**config.mk**
```make
export PLATFORM = sky130hd
export DESIGN_NAME = unix_seconds_to_utc_calendar
export DESIGN_NICKNAME = d
export VERILOG_FILES = /design/src/hdl/ucal_pkg.sv /design/src/hdl/ucal_day_split.sv /design/src/hdl/ucal_clock.sv /design/src/hdl/ucal_date.sv /design/src/hdl/unix_seconds_to_utc_calendar.sv
export SDC_FILE = /design/constraint.sdc
export NUM_CORES = 2
export LEC_CHECK = 0
export BUFFER_PORTS_ARGS = -buffer_cell sky130_fd_sc_hd__buf_4
export CAP_MARGIN = 40
export CORE_ASPECT_RATIO = 0.8
export CORE_MARGIN = 2
export CORE_UTILIZATION = 55
export CTS_BUF_LIST = sky130_fd_sc_hd__clkbuf_16
export CTS_CLUSTER_SIZE = 40
export DETAILED_ROUTE_END_ITERATION = 10
export PLACE_DENSITY = 0.81
export RECOVER_POWER = 50
export SLEW_MARGIN = 0
export SYNTH_ARGS = -nofsm -noshare
export SYNTH_HDL_FRONTEND = slang
export SYNTH_SLANG_ARGS = --single-unit
```
**constraint.sdc**
```tcl
create_clock -name clk_i -period 21.4 [get_ports clk_i]
set_input_delay 4.28 -clock clk_i [delete_from_list [all_inputs] [get_ports clk_i]]
set_output_delay 4.28 -clock clk_i [all_outputs]
set_load 0.05 [all_outputs]
```
**src/hdl/ucal_pkg.sv**
```systemverilog
// shared constants and month table for the utc calendar pipeline
package ucal_pkg;

  // seconds of a day split as 128 * 675, quotient by reciprocal multiply
  localparam logic [25:0] DayRecip     = 26'd50903317;  // ceil(2^35 / 675)
  localparam int unsigned DayShift     = 35;
  localparam logic [16:0] SecsPerDay   = 17'd86400;

  // time of day
  localparam logic [17:0] HourRecip    = 18'd149131;    // ceil(2^29 / 3600)
  localparam int unsigned HourShift    = 29;
  localparam logic [11:0] SecsPerHour  = 12'd3600;
  localparam logic [12:0] MinRecip     = 13'd4370;      // ceil(2^18 / 60)
  localparam int unsigned MinShift     = 18;
  localparam logic [5:0]  SecsPerMin   = 6'd60;

  // date: day count rebased to 1968-01-01, four-year blocks of 1461 days
  localparam logic [15:0] RebaseDays   = 16'd731;       // 1968 and 1969
  localparam logic [15:0] SkipLeapDay  = 16'd47541;     // first day at 2100-03-01
  localparam logic [5:0]  SkipLeapBlock = 6'd33;        // block holding 2100
  localparam logic [16:0] BlockRecip   = 17'd91868;     // ceil(2^27 / 1461)
  localparam int unsigned BlockShift   = 27;
  localparam logic [15:0] BlockDays    = 16'd1461;
  localparam logic [15:0] WeekOffset   = 16'd4;         // 1970-01-01 is a thursday
  localparam logic [16:0] WeekRecip    = 17'd74899;     // ceil(2^19 / 7)
  localparam int unsigned WeekShift    = 19;
  localparam logic [7:0]  BaseYear     = 8'd68;         // 1968 - 1900

  localparam int unsigned NumMonths    = 12;

  // first day of year index of each month
  function automatic logic [8:0] month_start(input logic [3:0] month, input logic leap);
    logic [8:0] base;
    begin
      unique case (month)
        4'd0:    base = 9'd0;
        4'd1:    base = 9'd31;
        4'd2:    base = 9'd59;
        4'd3:    base = 9'd90;
        4'd4:    base = 9'd120;
        4'd5:    base = 9'd151;
        4'd6:    base = 9'd181;
        4'd7:    base = 9'd212;
        4'd8:    base = 9'd243;
        4'd9:    base = 9'd273;
        4'd10:   base = 9'd304;
        4'd11:   base = 9'd334;
        default: base = 9'd0;
      endcase
      if (leap && (month >= 4'd2)) begin
        base = base + 9'd1;
      end
      return base;
    end
  endfunction

endpackage

```
**src/hdl/ucal_day_split.sv**
```systemverilog
// splits the second count into whole days and second of day
module ucal_day_split import ucal_pkg::*; (
  input  logic        clk_i,
  input  logic        en_i,
  input  logic [31:0] secs_i,
  output logic [15:0] days_o,
  output logic [16:0] sec_of_day_o
);

  logic [50:0] prod_d, prod_q;
  logic [31:0] t_a_q, t_b_q;
  logic [15:0] days_b_q, days_c_q;
  logic [32:0] day_secs;
  logic [16:0] sec_of_day_d, sec_of_day_q;

  // divide by 128 with a shift, then by 675 with a reciprocal
  assign prod_d = 51'(secs_i[31:7]) * 51'(DayRecip);

  assign day_secs     = 33'(days_b_q) * 33'(SecsPerDay);
  assign sec_of_day_d = 17'(33'(t_b_q) - day_secs);

  always_ff @(posedge clk_i) begin
    if (en_i) begin
      prod_q       <= prod_d;
      t_a_q        <= secs_i;
      days_b_q     <= prod_q[50:DayShift];
      t_b_q        <= t_a_q;
      days_c_q     <= days_b_q;
      sec_of_day_q <= sec_of_day_d;
    end
  end

  assign days_o       = days_c_q;
  assign sec_of_day_o = sec_of_day_q;

endmodule

```
**src/hdl/ucal_clock.sv**
```systemverilog
// hour, minute and second from the second of day
module ucal_clock import ucal_pkg::*; (
  input  logic        clk_i,
  input  logic        en_i,
  input  logic [16:0] sec_of_day_i,
  output logic [4:0]  hour_o,
  output logic [5:0]  minute_o,
  output logic [5:0]  second_o
);

  logic [34:0] hprod_q;
  logic [16:0] sd_a_q;
  logic [4:0]  hour_b;
  logic [4:0]  hour_b_q, hour_c_q, hour_d_q;
  logic [11:0] min_secs_b, min_secs_b_q, min_secs_c_q;
  logic [24:0] mprod_c_q;
  logic [5:0]  minute_c;
  logic [5:0]  minute_d_q, second_d_q;
  logic [11:0] second_c;

  assign hour_b     = hprod_q[HourShift+4:HourShift];
  assign min_secs_b = 12'(sd_a_q - 17'(hour_b) * 17'(SecsPerHour));

  assign minute_c = mprod_c_q[MinShift+5:MinShift];
  assign second_c = min_secs_c_q - 12'(minute_c) * 12'(SecsPerMin);

  always_ff @(posedge clk_i) begin
    if (en_i) begin
      hprod_q      <= 35'(sec_of_day_i) * 35'(HourRecip);
      sd_a_q       <= sec_of_day_i;
      hour_b_q     <= hour_b;
      min_secs_b_q <= min_secs_b;
      mprod_c_q    <= 25'(min_secs_b_q) * 25'(MinRecip);
      min_secs_c_q <= min_secs_b_q;
      hour_c_q     <= hour_b_q;
      hour_d_q     <= hour_c_q;
      minute_d_q   <= minute_c;
      second_d_q   <= second_c[5:0];
    end
  end

  assign hour_o   = hour_d_q;
  assign minute_o = minute_d_q;
  assign second_o = second_d_q;

endmodule

```
**src/hdl/ucal_date.sv**
```systemverilog
// year, month, day, day of year and weekday from the day count
module ucal_date import ucal_pkg::*; (
  input  logic        clk_i,
  input  logic        en_i,
  input  logic [15:0] days_i,
  output logic [7:0]  year_o,
  output logic [3:0]  month_o,
  output logic [4:0]  mday_o,
  output logic [8:0]  yday_o,
  output logic [2:0]  wday_o
);

  // stage a: rebase, reciprocal products
  logic        late_a;
  logic [15:0] dadj_a, wkx_a;
  logic [32:0] bprod_a_q, wprod_a_q;
  logic [15:0] dadj_a_q, wkx_a_q;
  logic        late_a_q;

  // stage b: block number and remainders
  logic [5:0]  blk_b;
  logic [13:0] wq_b;
  logic [15:0] rem_b, wrem_b;
  logic [5:0]  blk_b_q;
  logic [10:0] rem_b_q;
  logic [2:0]  wday_b_q;
  logic        late_b_q;

  // stage c: year within block
  logic [1:0]  y4_c;
  logic [10:0] yd_c;
  logic [5:0]  blk_c_q;
  logic [1:0]  y4_c_q;
  logic [8:0]  yd_c_q;
  logic [2:0]  wday_c_q;
  logic        late_c_q;

  // stage d: month walk by compare
  logic        leap_d;
  logic        phantom_d;
  logic [3:0]  month_d;
  logic [8:0]  mday_d;
  logic [7:0]  year_q;
  logic [3:0]  month_q;
  logic [4:0]  mday_q;
  logic [8:0]  yday_q;
  logic [2:0]  wday_q;

  // dates from 2100-03-01 on get a phantom feb 29 so blocks stay 1461 days
  assign late_a = (days_i >= SkipLeapDay);
  assign dadj_a = days_i + RebaseDays + 16'(late_a);
  assign wkx_a  = days_i + WeekOffset;

  assign blk_b  = bprod_a_q[BlockShift+5:BlockShift];
  assign rem_b  = dadj_a_q - 16'(blk_b) * BlockDays;
  assign wq_b   = wprod_a_q[WeekShift+13:WeekShift];
  assign wrem_b = wkx_a_q - 16'(wq_b) * 16'd7;

  // first year of each block is the leap year
  always_comb begin
    priority if (rem_b_q < 11'd366) begin
      y4_c = 2'd0;
      yd_c = rem_b_q;
    end else if (rem_b_q < 11'd731) begin
      y4_c = 2'd1;
      yd_c = rem_b_q - 11'd366;
    end else if (rem_b_q < 11'd1096) begin
      y4_c = 2'd2;
      yd_c = rem_b_q - 11'd731;
    end else begin
      y4_c = 2'd3;
      yd_c = rem_b_q - 11'd1096;
    end
  end

  assign leap_d = (y4_c_q == 2'd0);

  // only 2100 itself carries the phantom day inside its day of year
  assign phantom_d = late_c_q && (blk_c_q == SkipLeapBlock) && (y4_c_q == 2'd0);

  always_comb begin
    month_d = 4'd0;
    for (int m = 1; m < NumMonths; m++) begin
      if (yd_c_q >= month_start(4'(m), leap_d)) begin
        month_d = 4'(m);
      end
    end
  end

  assign mday_d = yd_c_q - month_start(month_d, leap_d) + 9'd1;

  always_ff @(posedge clk_i) begin
    if (en_i) begin
      bprod_a_q <= 33'(dadj_a) * 33'(BlockRecip);
      wprod_a_q <= 33'(wkx_a) * 33'(WeekRecip);
      dadj_a_q  <= dadj_a;
      wkx_a_q   <= wkx_a;
      late_a_q  <= late_a;

      blk_b_q   <= blk_b;
      rem_b_q   <= rem_b[10:0];
      wday_b_q  <= wrem_b[2:0];
      late_b_q  <= late_a_q;

      blk_c_q   <= blk_b_q;
      y4_c_q    <= y4_c;
      yd_c_q    <= yd_c[8:0];
      wday_c_q  <= wday_b_q;
      late_c_q  <= late_b_q;

      year_q    <= BaseYear + {blk_c_q, 2'b00} + 8'(y4_c_q);
      month_q   <= month_d;
      mday_q    <= mday_d[4:0];
      yday_q    <= yd_c_q - 9'(phantom_d);
      wday_q    <= wday_c_q;
    end
  end

  assign year_o  = year_q;
  assign month_o = month_q;
  assign mday_o  = mday_q;
  assign yday_o  = yday_q;
  assign wday_o  = wday_q;

endmodule

```
**src/hdl/unix_seconds_to_utc_calendar.sv**
```systemverilog
// top level of the unix seconds to utc calendar converter
//
// Converts a Unix second count into broken-down UTC time: years since 1900,
// month 0-11, day of month, hour, minute, second, weekday (0 is Sunday) and
// day of year. A request with the sign bit set is treated as zero. The
// design is an 8-stage pipeline with no loops: it takes one request every
// clock when the output side keeps up and presents each result on
// out_valid_o once it has passed all eight register stages, the input
// register included. The whole pipeline moves on one shared enable, so
// while a finished result waits on out_ready_i every stage holds and
// in_ready_o is low; bubbles in flight are not squeezed out. Divisions by
// constants are shifts and reciprocal multiplies, and the year walk is
// replaced by four-year blocks counted from 1968 with a phantom leap day
// for 2100.
module unix_seconds_to_utc_calendar import ucal_pkg::*; (
  input  logic               clk_i,
  input  logic               rst_ni,
  input  logic               in_valid_i,
  output logic               in_ready_o,
  input  logic signed [32:0] epoch_seconds_i,
  output logic               out_valid_o,
  input  logic               out_ready_i,
  output logic [7:0]         year_since_1900_o,
  output logic [3:0]         month_index_o,
  output logic [4:0]         day_of_month_o,
  output logic [4:0]         hour_of_day_o,
  output logic [5:0]         minute_of_hour_o,
  output logic [5:0]         second_of_minute_o,
  output logic [2:0]         weekday_o,
  output logic [8:0]         day_of_year_o
);

  localparam int unsigned Depth = 8;

  logic             en;
  logic [Depth-1:0] valid_d, valid_q;
  logic [31:0]      secs_q;
  logic [15:0]      days;
  logic [16:0]      sec_of_day;

  // pipeline advances unless the last stage holds an untaken result
  assign en         = !valid_q[Depth-1] || out_ready_i;
  assign in_ready_o = en;

  // valid bits ride alongside the data stages
  assign valid_d = {valid_q[Depth-2:0], in_valid_i};

  always_ff @(posedge clk_i or negedge rst_ni) begin
    if (!rst_ni) begin
      valid_q <= '0;
    end else if (en) begin
      valid_q <= valid_d;
    end
  end

  // input register, negative counts clamp to the epoch
  always_ff @(posedge clk_i) begin
    if (en) begin
      secs_q <= epoch_seconds_i[32] ? 32'd0 : epoch_seconds_i[31:0];
    end
  end

  // stages 2 to 4: days and second of day
  ucal_day_split u_day_split (
    .clk_i        (clk_i),
    .en_i         (en),
    .secs_i       (secs_q),
    .days_o       (days),
    .sec_of_day_o (sec_of_day)
  );

  // stages 5 to 8: time of day
  ucal_clock u_clock (
    .clk_i        (clk_i),
    .en_i         (en),
    .sec_of_day_i (sec_of_day),
    .hour_o       (hour_of_day_o),
    .minute_o     (minute_of_hour_o),
    .second_o     (second_of_minute_o)
  );

  // stages 5 to 8: calendar date, same depth as the time of day path
  ucal_date u_date (
    .clk_i   (clk_i),
    .en_i    (en),
    .days_i  (days),
    .year_o  (year_since_1900_o),
    .month_o (month_index_o),
    .mday_o  (day_of_month_o),
    .yday_o  (day_of_year_o),
    .wday_o  (weekday_o)
  );

  assign out_valid_o = valid_q[Depth-1];

`ifndef SYNTHESIS
  // date fields stay in calendar range
  assert property (@(posedge clk_i) disable iff (!rst_ni)
    out_valid_o |-> (month_index_o <= 4'd11) && (day_of_month_o != 5'd0) &&
                    (weekday_o <= 3'd6) && (day_of_year_o <= 9'd365))
    else $error("calendar field out of range");

  // time of day fields stay in range
  assert property (@(posedge clk_i) disable iff (!rst_ni)
    out_valid_o |-> (hour_of_day_o <= 5'd23) && (minute_of_hour_o <= 6'd59) &&
                    (second_of_minute_o <= 6'd59))
    else $error("time of day field out of range");

  // in january the day of year follows the day of month
  assert property (@(posedge clk_i) disable iff (!rst_ni)
    (out_valid_o && (month_index_o == 4'd0)) |->
      (day_of_year_o == 9'(day_of_month_o) - 9'd1))
    else $error("day of year disagrees with january date");
`endif

endmodule
```
## Yosys cells after proc, flatten, opt, wreduce, memory -nomap -nowiden

Memories as Yosys holds them, arrays and structs flattened.
Index checks and enable logic that the tools add are counted.

| cells by class | value |
|---|---|
| $add $sub $neg | 17 |
| $mul | 10 |
| order comparisons | 16 |
| equality and inequality tests | 1 |
| mux-type cells | 27 |
| reduce and logical (&&, ||, !) cells | 7 |

Operators with widths:

| operator | number |
|---|---|
| multiplier 25 x 26 -> 51 bit (second input constant) | 1 |
| two-way mux 4 bit | 11 |
| >= comparator 9 x 8 -> 1 bit | 4 |
| multiplier 17 x 18 -> 34 bit (second input constant) | 1 |
| multiplier 16 x 17 -> 33 bit (second input constant) | 1 |
| multiplier 16 x 15 -> 31 bit (second input constant) | 1 |
| >= comparator 9 bit | 3 |
| two-way mux 9 bit | 3 |
| multiplier 12 x 12 -> 23 bit (second input constant) | 1 |
| >= comparator 9 x 7 -> 1 bit | 2 |
| subtractor 17 bit | 1 |
| adder 16 x 1 -> 16 bit | 1 |
| adder 16 x 10 -> 16 bit (second input constant) | 1 |
| adder 16 x 3 -> 16 bit (second input constant) | 1 |
| >= comparator 16 bit (second input constant) | 1 |
| multiplier 16 x 10 -> 10 bit (second input constant) | 1 |
| multiplier 14 x 3 -> 3 bit (second input constant) | 1 |
| subtractor 12 bit | 1 |
| < comparator 11 x 10 -> 1 bit (second input constant) | 1 |
| < comparator 11 bit (second input constant) | 1 |
| < comparator 11 x 9 -> 1 bit (second input constant) | 1 |
| multiplier 6 x 11 -> 11 bit (second input constant) | 1 |
| subtractor 11 bit | 1 |
| adder 5 x 1 -> 5 bit (second input constant) | 2 |
| other kinds (24) | 35 |

| word-level totals | value |
|---|---|
| bits in registers | 438 |
| bits in read-only memories | 144 |
| bits of input ports | 37 |
| output and inout port bits | 48 |
| memories kept | 1 |

Memories:

| memory | words | bits a word | read ports | clocked after memory_dff | wr ports | line | text |
|---|---|---|---|---|---|---|---|
| (no name shown) | 16 | 9 | 1 | 0 | 0 | ucal_pkg.sv:35 | `unique case (month)` |

## Logic depth before layout (Yosys ltp)

| depth | value |
|---|---|
| depth after elaboration | 18 |
| gate-level depth with buffers | 38 |
| mapped depth without buffers | 38 |

## Cells and area by module

From an unflattened synthesis, not the netlist that was laid out.

| second synthesis, totals | value |
|---|---|
| cells, all modules | 3255 |
| area, all modules | 36416.2 um^2 |

By module, submodules not included:

| module | instances | cells each | area each (um^2) | seq. area each (um^2) |
|---|---|---|---|---|
| ucal_day_split | 1 | 1183 | 13397.8 | 2972.9 |
| ucal_date | 1 | 1281 | 13337.8 | 2852.7 |
| ucal_clock | 1 | 706 | 8101.5 | 2042.0 |
| unix_seconds_to_utc_calendar | 1 | 85 | 1579.0 | 1161.1 |

## Worst setup path after synthesis

No wires, ideal clock.

| timing path | value |
|---|---|
| kind | input port to output port |
| from | in out_ready_i |
| to | out in_ready_o |
| data arrival time | 12.927 ns |
| data required time | 17.120 ns |
| setup slack | 4.193 ns |
| cell stages on the path | 2 |
| cell sequence | nand2b_1 clkbuf_1 |

| between the ends | value |
|---|---|
| cells in the longest elaborated chain, start to end | 1 |

RTL lines:

| item | line | text |
|---|---|---|
| start, declared | unix_seconds_to_utc_calendar.sv:22 | `input logic out_ready_i,` |
| logical OR 1 bit | unix_seconds_to_utc_calendar.sv:42 | `assign en = !valid_q[Depth-1] \|\| out_ready_i;` |
| end, declared | unix_seconds_to_utc_calendar.sv:19 | `output logic in_ready_o,` |

No other way between the ends.

## Worst setup path in the final report

Ends and elaborated chain as after synthesis.

==> impl_results.rst <==
.. list-table::
   :header-rows: 1

   * - Metric
     - Value
   * - Run status
     - finished with violations
   * - Failing checks
     - capacitance limit, slew limit
   * - Leading cell types by total area after synthesis
     - sky130_fd_sc_hd__ha_1 (28%), sky130_fd_sc_hd__edfxtp_1 (25%), sky130_fd_sc_hd__fa_1 (23%)
   * - Critical path endpoint category
     - output port
   * - Setup repair after global routing missed its margin
     - no
   * - Clock buffers created by TritonCTS
     - 35
   * - Most instantiated cells after synthesis
     - sky130_fd_sc_hd__ha_1 (809), sky130_fd_sc_hd__inv_1 (778), sky130_fd_sc_hd__fa_1 (415)
   * - Final Setup Violations
     - 0
   * - Synthesized instance count
     - 3113
   * - Utilization of the core after routing
     - 0.599
   * - Placed wire-length estimate after detailed placement
     - around 57000 µm
   * - FF/Latch Area
     - 0.00903 mm²
   * - Area growth syn-to-layout
     - 7.92%
   * - Vias per inst
     - 5.25
   * - Reg2reg end
     - u_date.bprod_a_q[32]
   * - Core area
     - 0.0642 mm²
   * - Setup Crit Path Kind
     - in2out
   * - Clock tree from TritonCTS
     - done
   * - Number of flops mapped to enable cells by yosys
     - roughly 290
   * - Worst min-delay path endpoint
     - u_day_split.t_b_q[9]
   * - Data required time of the critical path
     - 17.12 ns
   * - Warnings from Yosys
     - 0
   * - Hold-fix buffer count after cts
     - 0
   * - Count leader, synth
     - sky130_fd_sc_hd__ha_1
   * - Total Die Area
     - 0.0669 mm²
   * - Min Tclk post-route
     - 10.25 ns
   * - Proportion of synthesized flip-flops having asynchronous set or reset
     - 0.0265
   * - Number of input and output port buffers inserted
     - 84
   * - Arrival time of data at the critical path endpoint
     - 5.97 ns
   * - Worst-path fanout max
     - 33
   * - Number of global-route vias before repair
     - 22700
   * - DRC violation total after the first TritonRoute iteration
     - approximately 1200
   * - Routed vias
     - 21500
   * - Initial antenna violation count
     - 0
   * - Global placement routability congestion
     - ~0.96
   * - R2r startpoint
     - u_day_split.days_o[2]
   * - Area occupied by multi-input gates
     - 0.0236 mm²
   * - Antenna-violating nets left
     - 0
   * - Cell area after technology mapping
     - 0.0356 mm²
   * - Sequential area share after synthesis
     - 0.253
   * - Sink count of the clock tree
     - 302
   * - Fin area
     - 0.0385 mm²
   * - Initial Utilization
     - 0.555
   * - Synthesized area divided by synthesized cell count
     - between 10 and 15 µm²
   * - Cts repair resizes
     - 0
   * - Critical Path Start Type
     - primary input
   * - Fmax
     - 97.6 MHz
   * - Cell chosen for the clock root
     - sky130_fd_sc_hd__clkbuf_16
   * - Setup slack of the worst register-to-register path
     - 12.09 ns
   * - Aggregate routed wire length
     - 68000 µm
   * - Number of buffers added for setup after CTS
     - 0
   * - WHS Path Cells
     - 0
   * - Antenna cell count
     - 0
   * - Hold violation total from the final report
     - 0
   * - Die H
     - 232 µm
   * - Placed inst area
     - 0.0373 mm²
   * - Aggregate negative setup slack
     - 0 ns
   * - Worst r2r path cells
     - 35
   * - Filler cells
     - around 5000
   * - Clock input transition at the sequential cells of the worst setup and hold paths
     - 0.06 ns
   * - Number of flip-flops and latches in the synthesized netlist
     - 302
   * - Distinct cell type count of the synthesized netlist
     - 81
   * - Number of pins exceeding their max-slew limit in the final report
     - 104
   * - Max-capacitance violation count
     - 3
   * - DRC Markers
     - 0
   * - Clock skew after layout
     - 0.0145 ns
   * - Yosys top cell area share
     - 0.284
   * - Maximum number of pins on one net before global-route repair
     - 179
   * - Maximum buffer depth of the clock tree
     - 3
   * - GRT Util Overall
     - 0.214
   * - First-pass GRT wire length
     - approximately 110000 µm
   * - Post-synth top area cell
     - sky130_fd_sc_hd__ha_1
   * - Measured slew at the worst slew-check pin
     - 2.28 ns
   * - Period utilisation layout
     - 0.479
   * - Hold path start
     - u_day_split.t_a_q[9]
   * - Level count of the clock H-tree
     - 2
   * - Min-delay worst type
     - reg2reg
   * - Slew HR
     - -0.519
   * - Drt first pass iters
     - 5
   * - Post-Syn Nets
     - 4374
   * - Layout cell share with drive strength beyond 1
     - 0.0540
   * - Clk Latency, worst-skew pair
     - 0.56 ns
   * - Top_reg_cell synth
     - sky130_fd_sc_hd__edfxtp_1
   * - Cell row count
     - 83
   * - Number of top-level pins
     - 85
   * - Per-cell routed wire length
     - 16.6 µm
   * - Die width
     - 289 µm
   * - Overflow left after global routing
     - 0
   * - Net count reported at finish
     - 4477
==> per-layer routing <==
| layer | vias up | GRT usage | share of wire |
|---|---|---|---|
| met5 | - | 0 | 0 |
| met4 | 0 | 0.0517 | 0.023 |
| li1 | 10400 | - | - |
| met1 | 10400 | 0.300 | 0.46 |
| met3 | 105 | 0.0306 | 0.054 |
| met2 | 511 | 0.354 | 0.46 |
==> cell families after synthesis <==
family,after synthesis,synth area share
compound gates,309,0.0586
xor+xnor,162,0.0398
fa+ha+maj,1224,0.517
buf+inv,803,0.0847
flops,302,0.253
mux,9,0.00284
simple gates,304,0.0437
==> worst max-delay path, stage by stage <==
cell                       delay [ns]
sky130_fd_sc_hd__clkbuf_4        0.09
sky130_fd_sc_hd__nand2b_1        1.16
sky130_fd_sc_hd__buf_4           0.39
==> state kept, by name (all words and copies together) (netlist names), 8 cells and up <==
| signal | count |
|---|---|
| u_day_split.t_b_q | 17 |
| u_date.rem_b_q | 11 |
| u_date.year_o | 8 |
| u_day_split.prod_q | 16 |
| u_day_split.sec_of_day_o | 17 |
| secs_q | 32 |
| u_clock.min_secs_b_q | 12 |
| u_day_split.days_o | 16 |
| u_date.dadj_a_q | 11 |
| u_day_split.t_a_q | 17 |
| u_clock.sd_a_q | 12 |
| u_day_split.days_b_q | 16 |
| valid_q | 8 |
| u_date.yday_o | 9 |
| u_date.yd_c_q | 9 |
==> worst max-delay path by stage <==
stage | start | end
final | out_ready_i | in_ready_o
after global routing | out_ready_i | in_ready_o
after CTS | out_ready_i | in_ready_o
after detailed placement | out_ready_i | in_ready_o
after global placement | out_ready_i | in_ready_o
after floorplan | out_ready_i | in_ready_o
==> area by class of cell <==
class	count	share of cell area
sequential	302	0.235
timing repair buffer	90	0.0174
inverter	779	0.0760
clock buffer	35	0.0228
clock inverter	28	0.00813
tap	850	0.0276
multi-input combinational	2008	0.613
==> per-stage QoR <==
stage | hold slack, ns | std cells | setup WS (ns)
after global placement | 0.400 | 4029 | 12.04
final | 0.411 | 4092 | 11.15
after CTS | 0.409 | 4092 | 12.03
after global routing | 0.409 | 4092 | 10.96
after detailed placement | 0.405 | 4029 | 12.03
after floorplan | 0.400 | 3113 | 4.19
==> placed cells by master (no fill, tap or decap), types with 6 or more instances in the layout <==
cell type	count
sky130_fd_sc_hd__ha_1	809
sky130_fd_sc_hd__inv_1	784
sky130_fd_sc_hd__fa_1	415
sky130_fd_sc_hd__edfxtp_1	294
sky130_fd_sc_hd__xnor2_1	107
sky130_fd_sc_hd__a21oi_1	87
sky130_fd_sc_hd__buf_4	83
sky130_fd_sc_hd__nor2_1	72
sky130_fd_sc_hd__nand2_1	60
sky130_fd_sc_hd__o21ai_0	58
sky130_fd_sc_hd__xor2_1	55
sky130_fd_sc_hd__nor2b_1	49
sky130_fd_sc_hd__clkbuf_16	35
sky130_fd_sc_hd__a21o_1	33
sky130_fd_sc_hd__nand3_1	23
sky130_fd_sc_hd__o21a_1	19
sky130_fd_sc_hd__o21bai_1	18
sky130_fd_sc_hd__nand4_1	17
sky130_fd_sc_hd__nor3_1	17
sky130_fd_sc_hd__nand2b_1	16
sky130_fd_sc_hd__a211oi_1	11
sky130_fd_sc_hd__and3_1	10
sky130_fd_sc_hd__mux2_2	9
sky130_fd_sc_hd__or2_2	8
sky130_fd_sc_hd__a211o_1	8
sky130_fd_sc_hd__dfrtp_1	8
sky130_fd_sc_hd__o21ai_1	7
sky130_fd_sc_hd__nor4_1	7
sky130_fd_sc_hd__a31oi_1	7
sky130_fd_sc_hd__and2_1	6
sky130_fd_sc_hd__o211ai_1	6
Power is not shown: default switching activity piles up to over one toggle a cycle in this logic, so the estimate is an artifact.
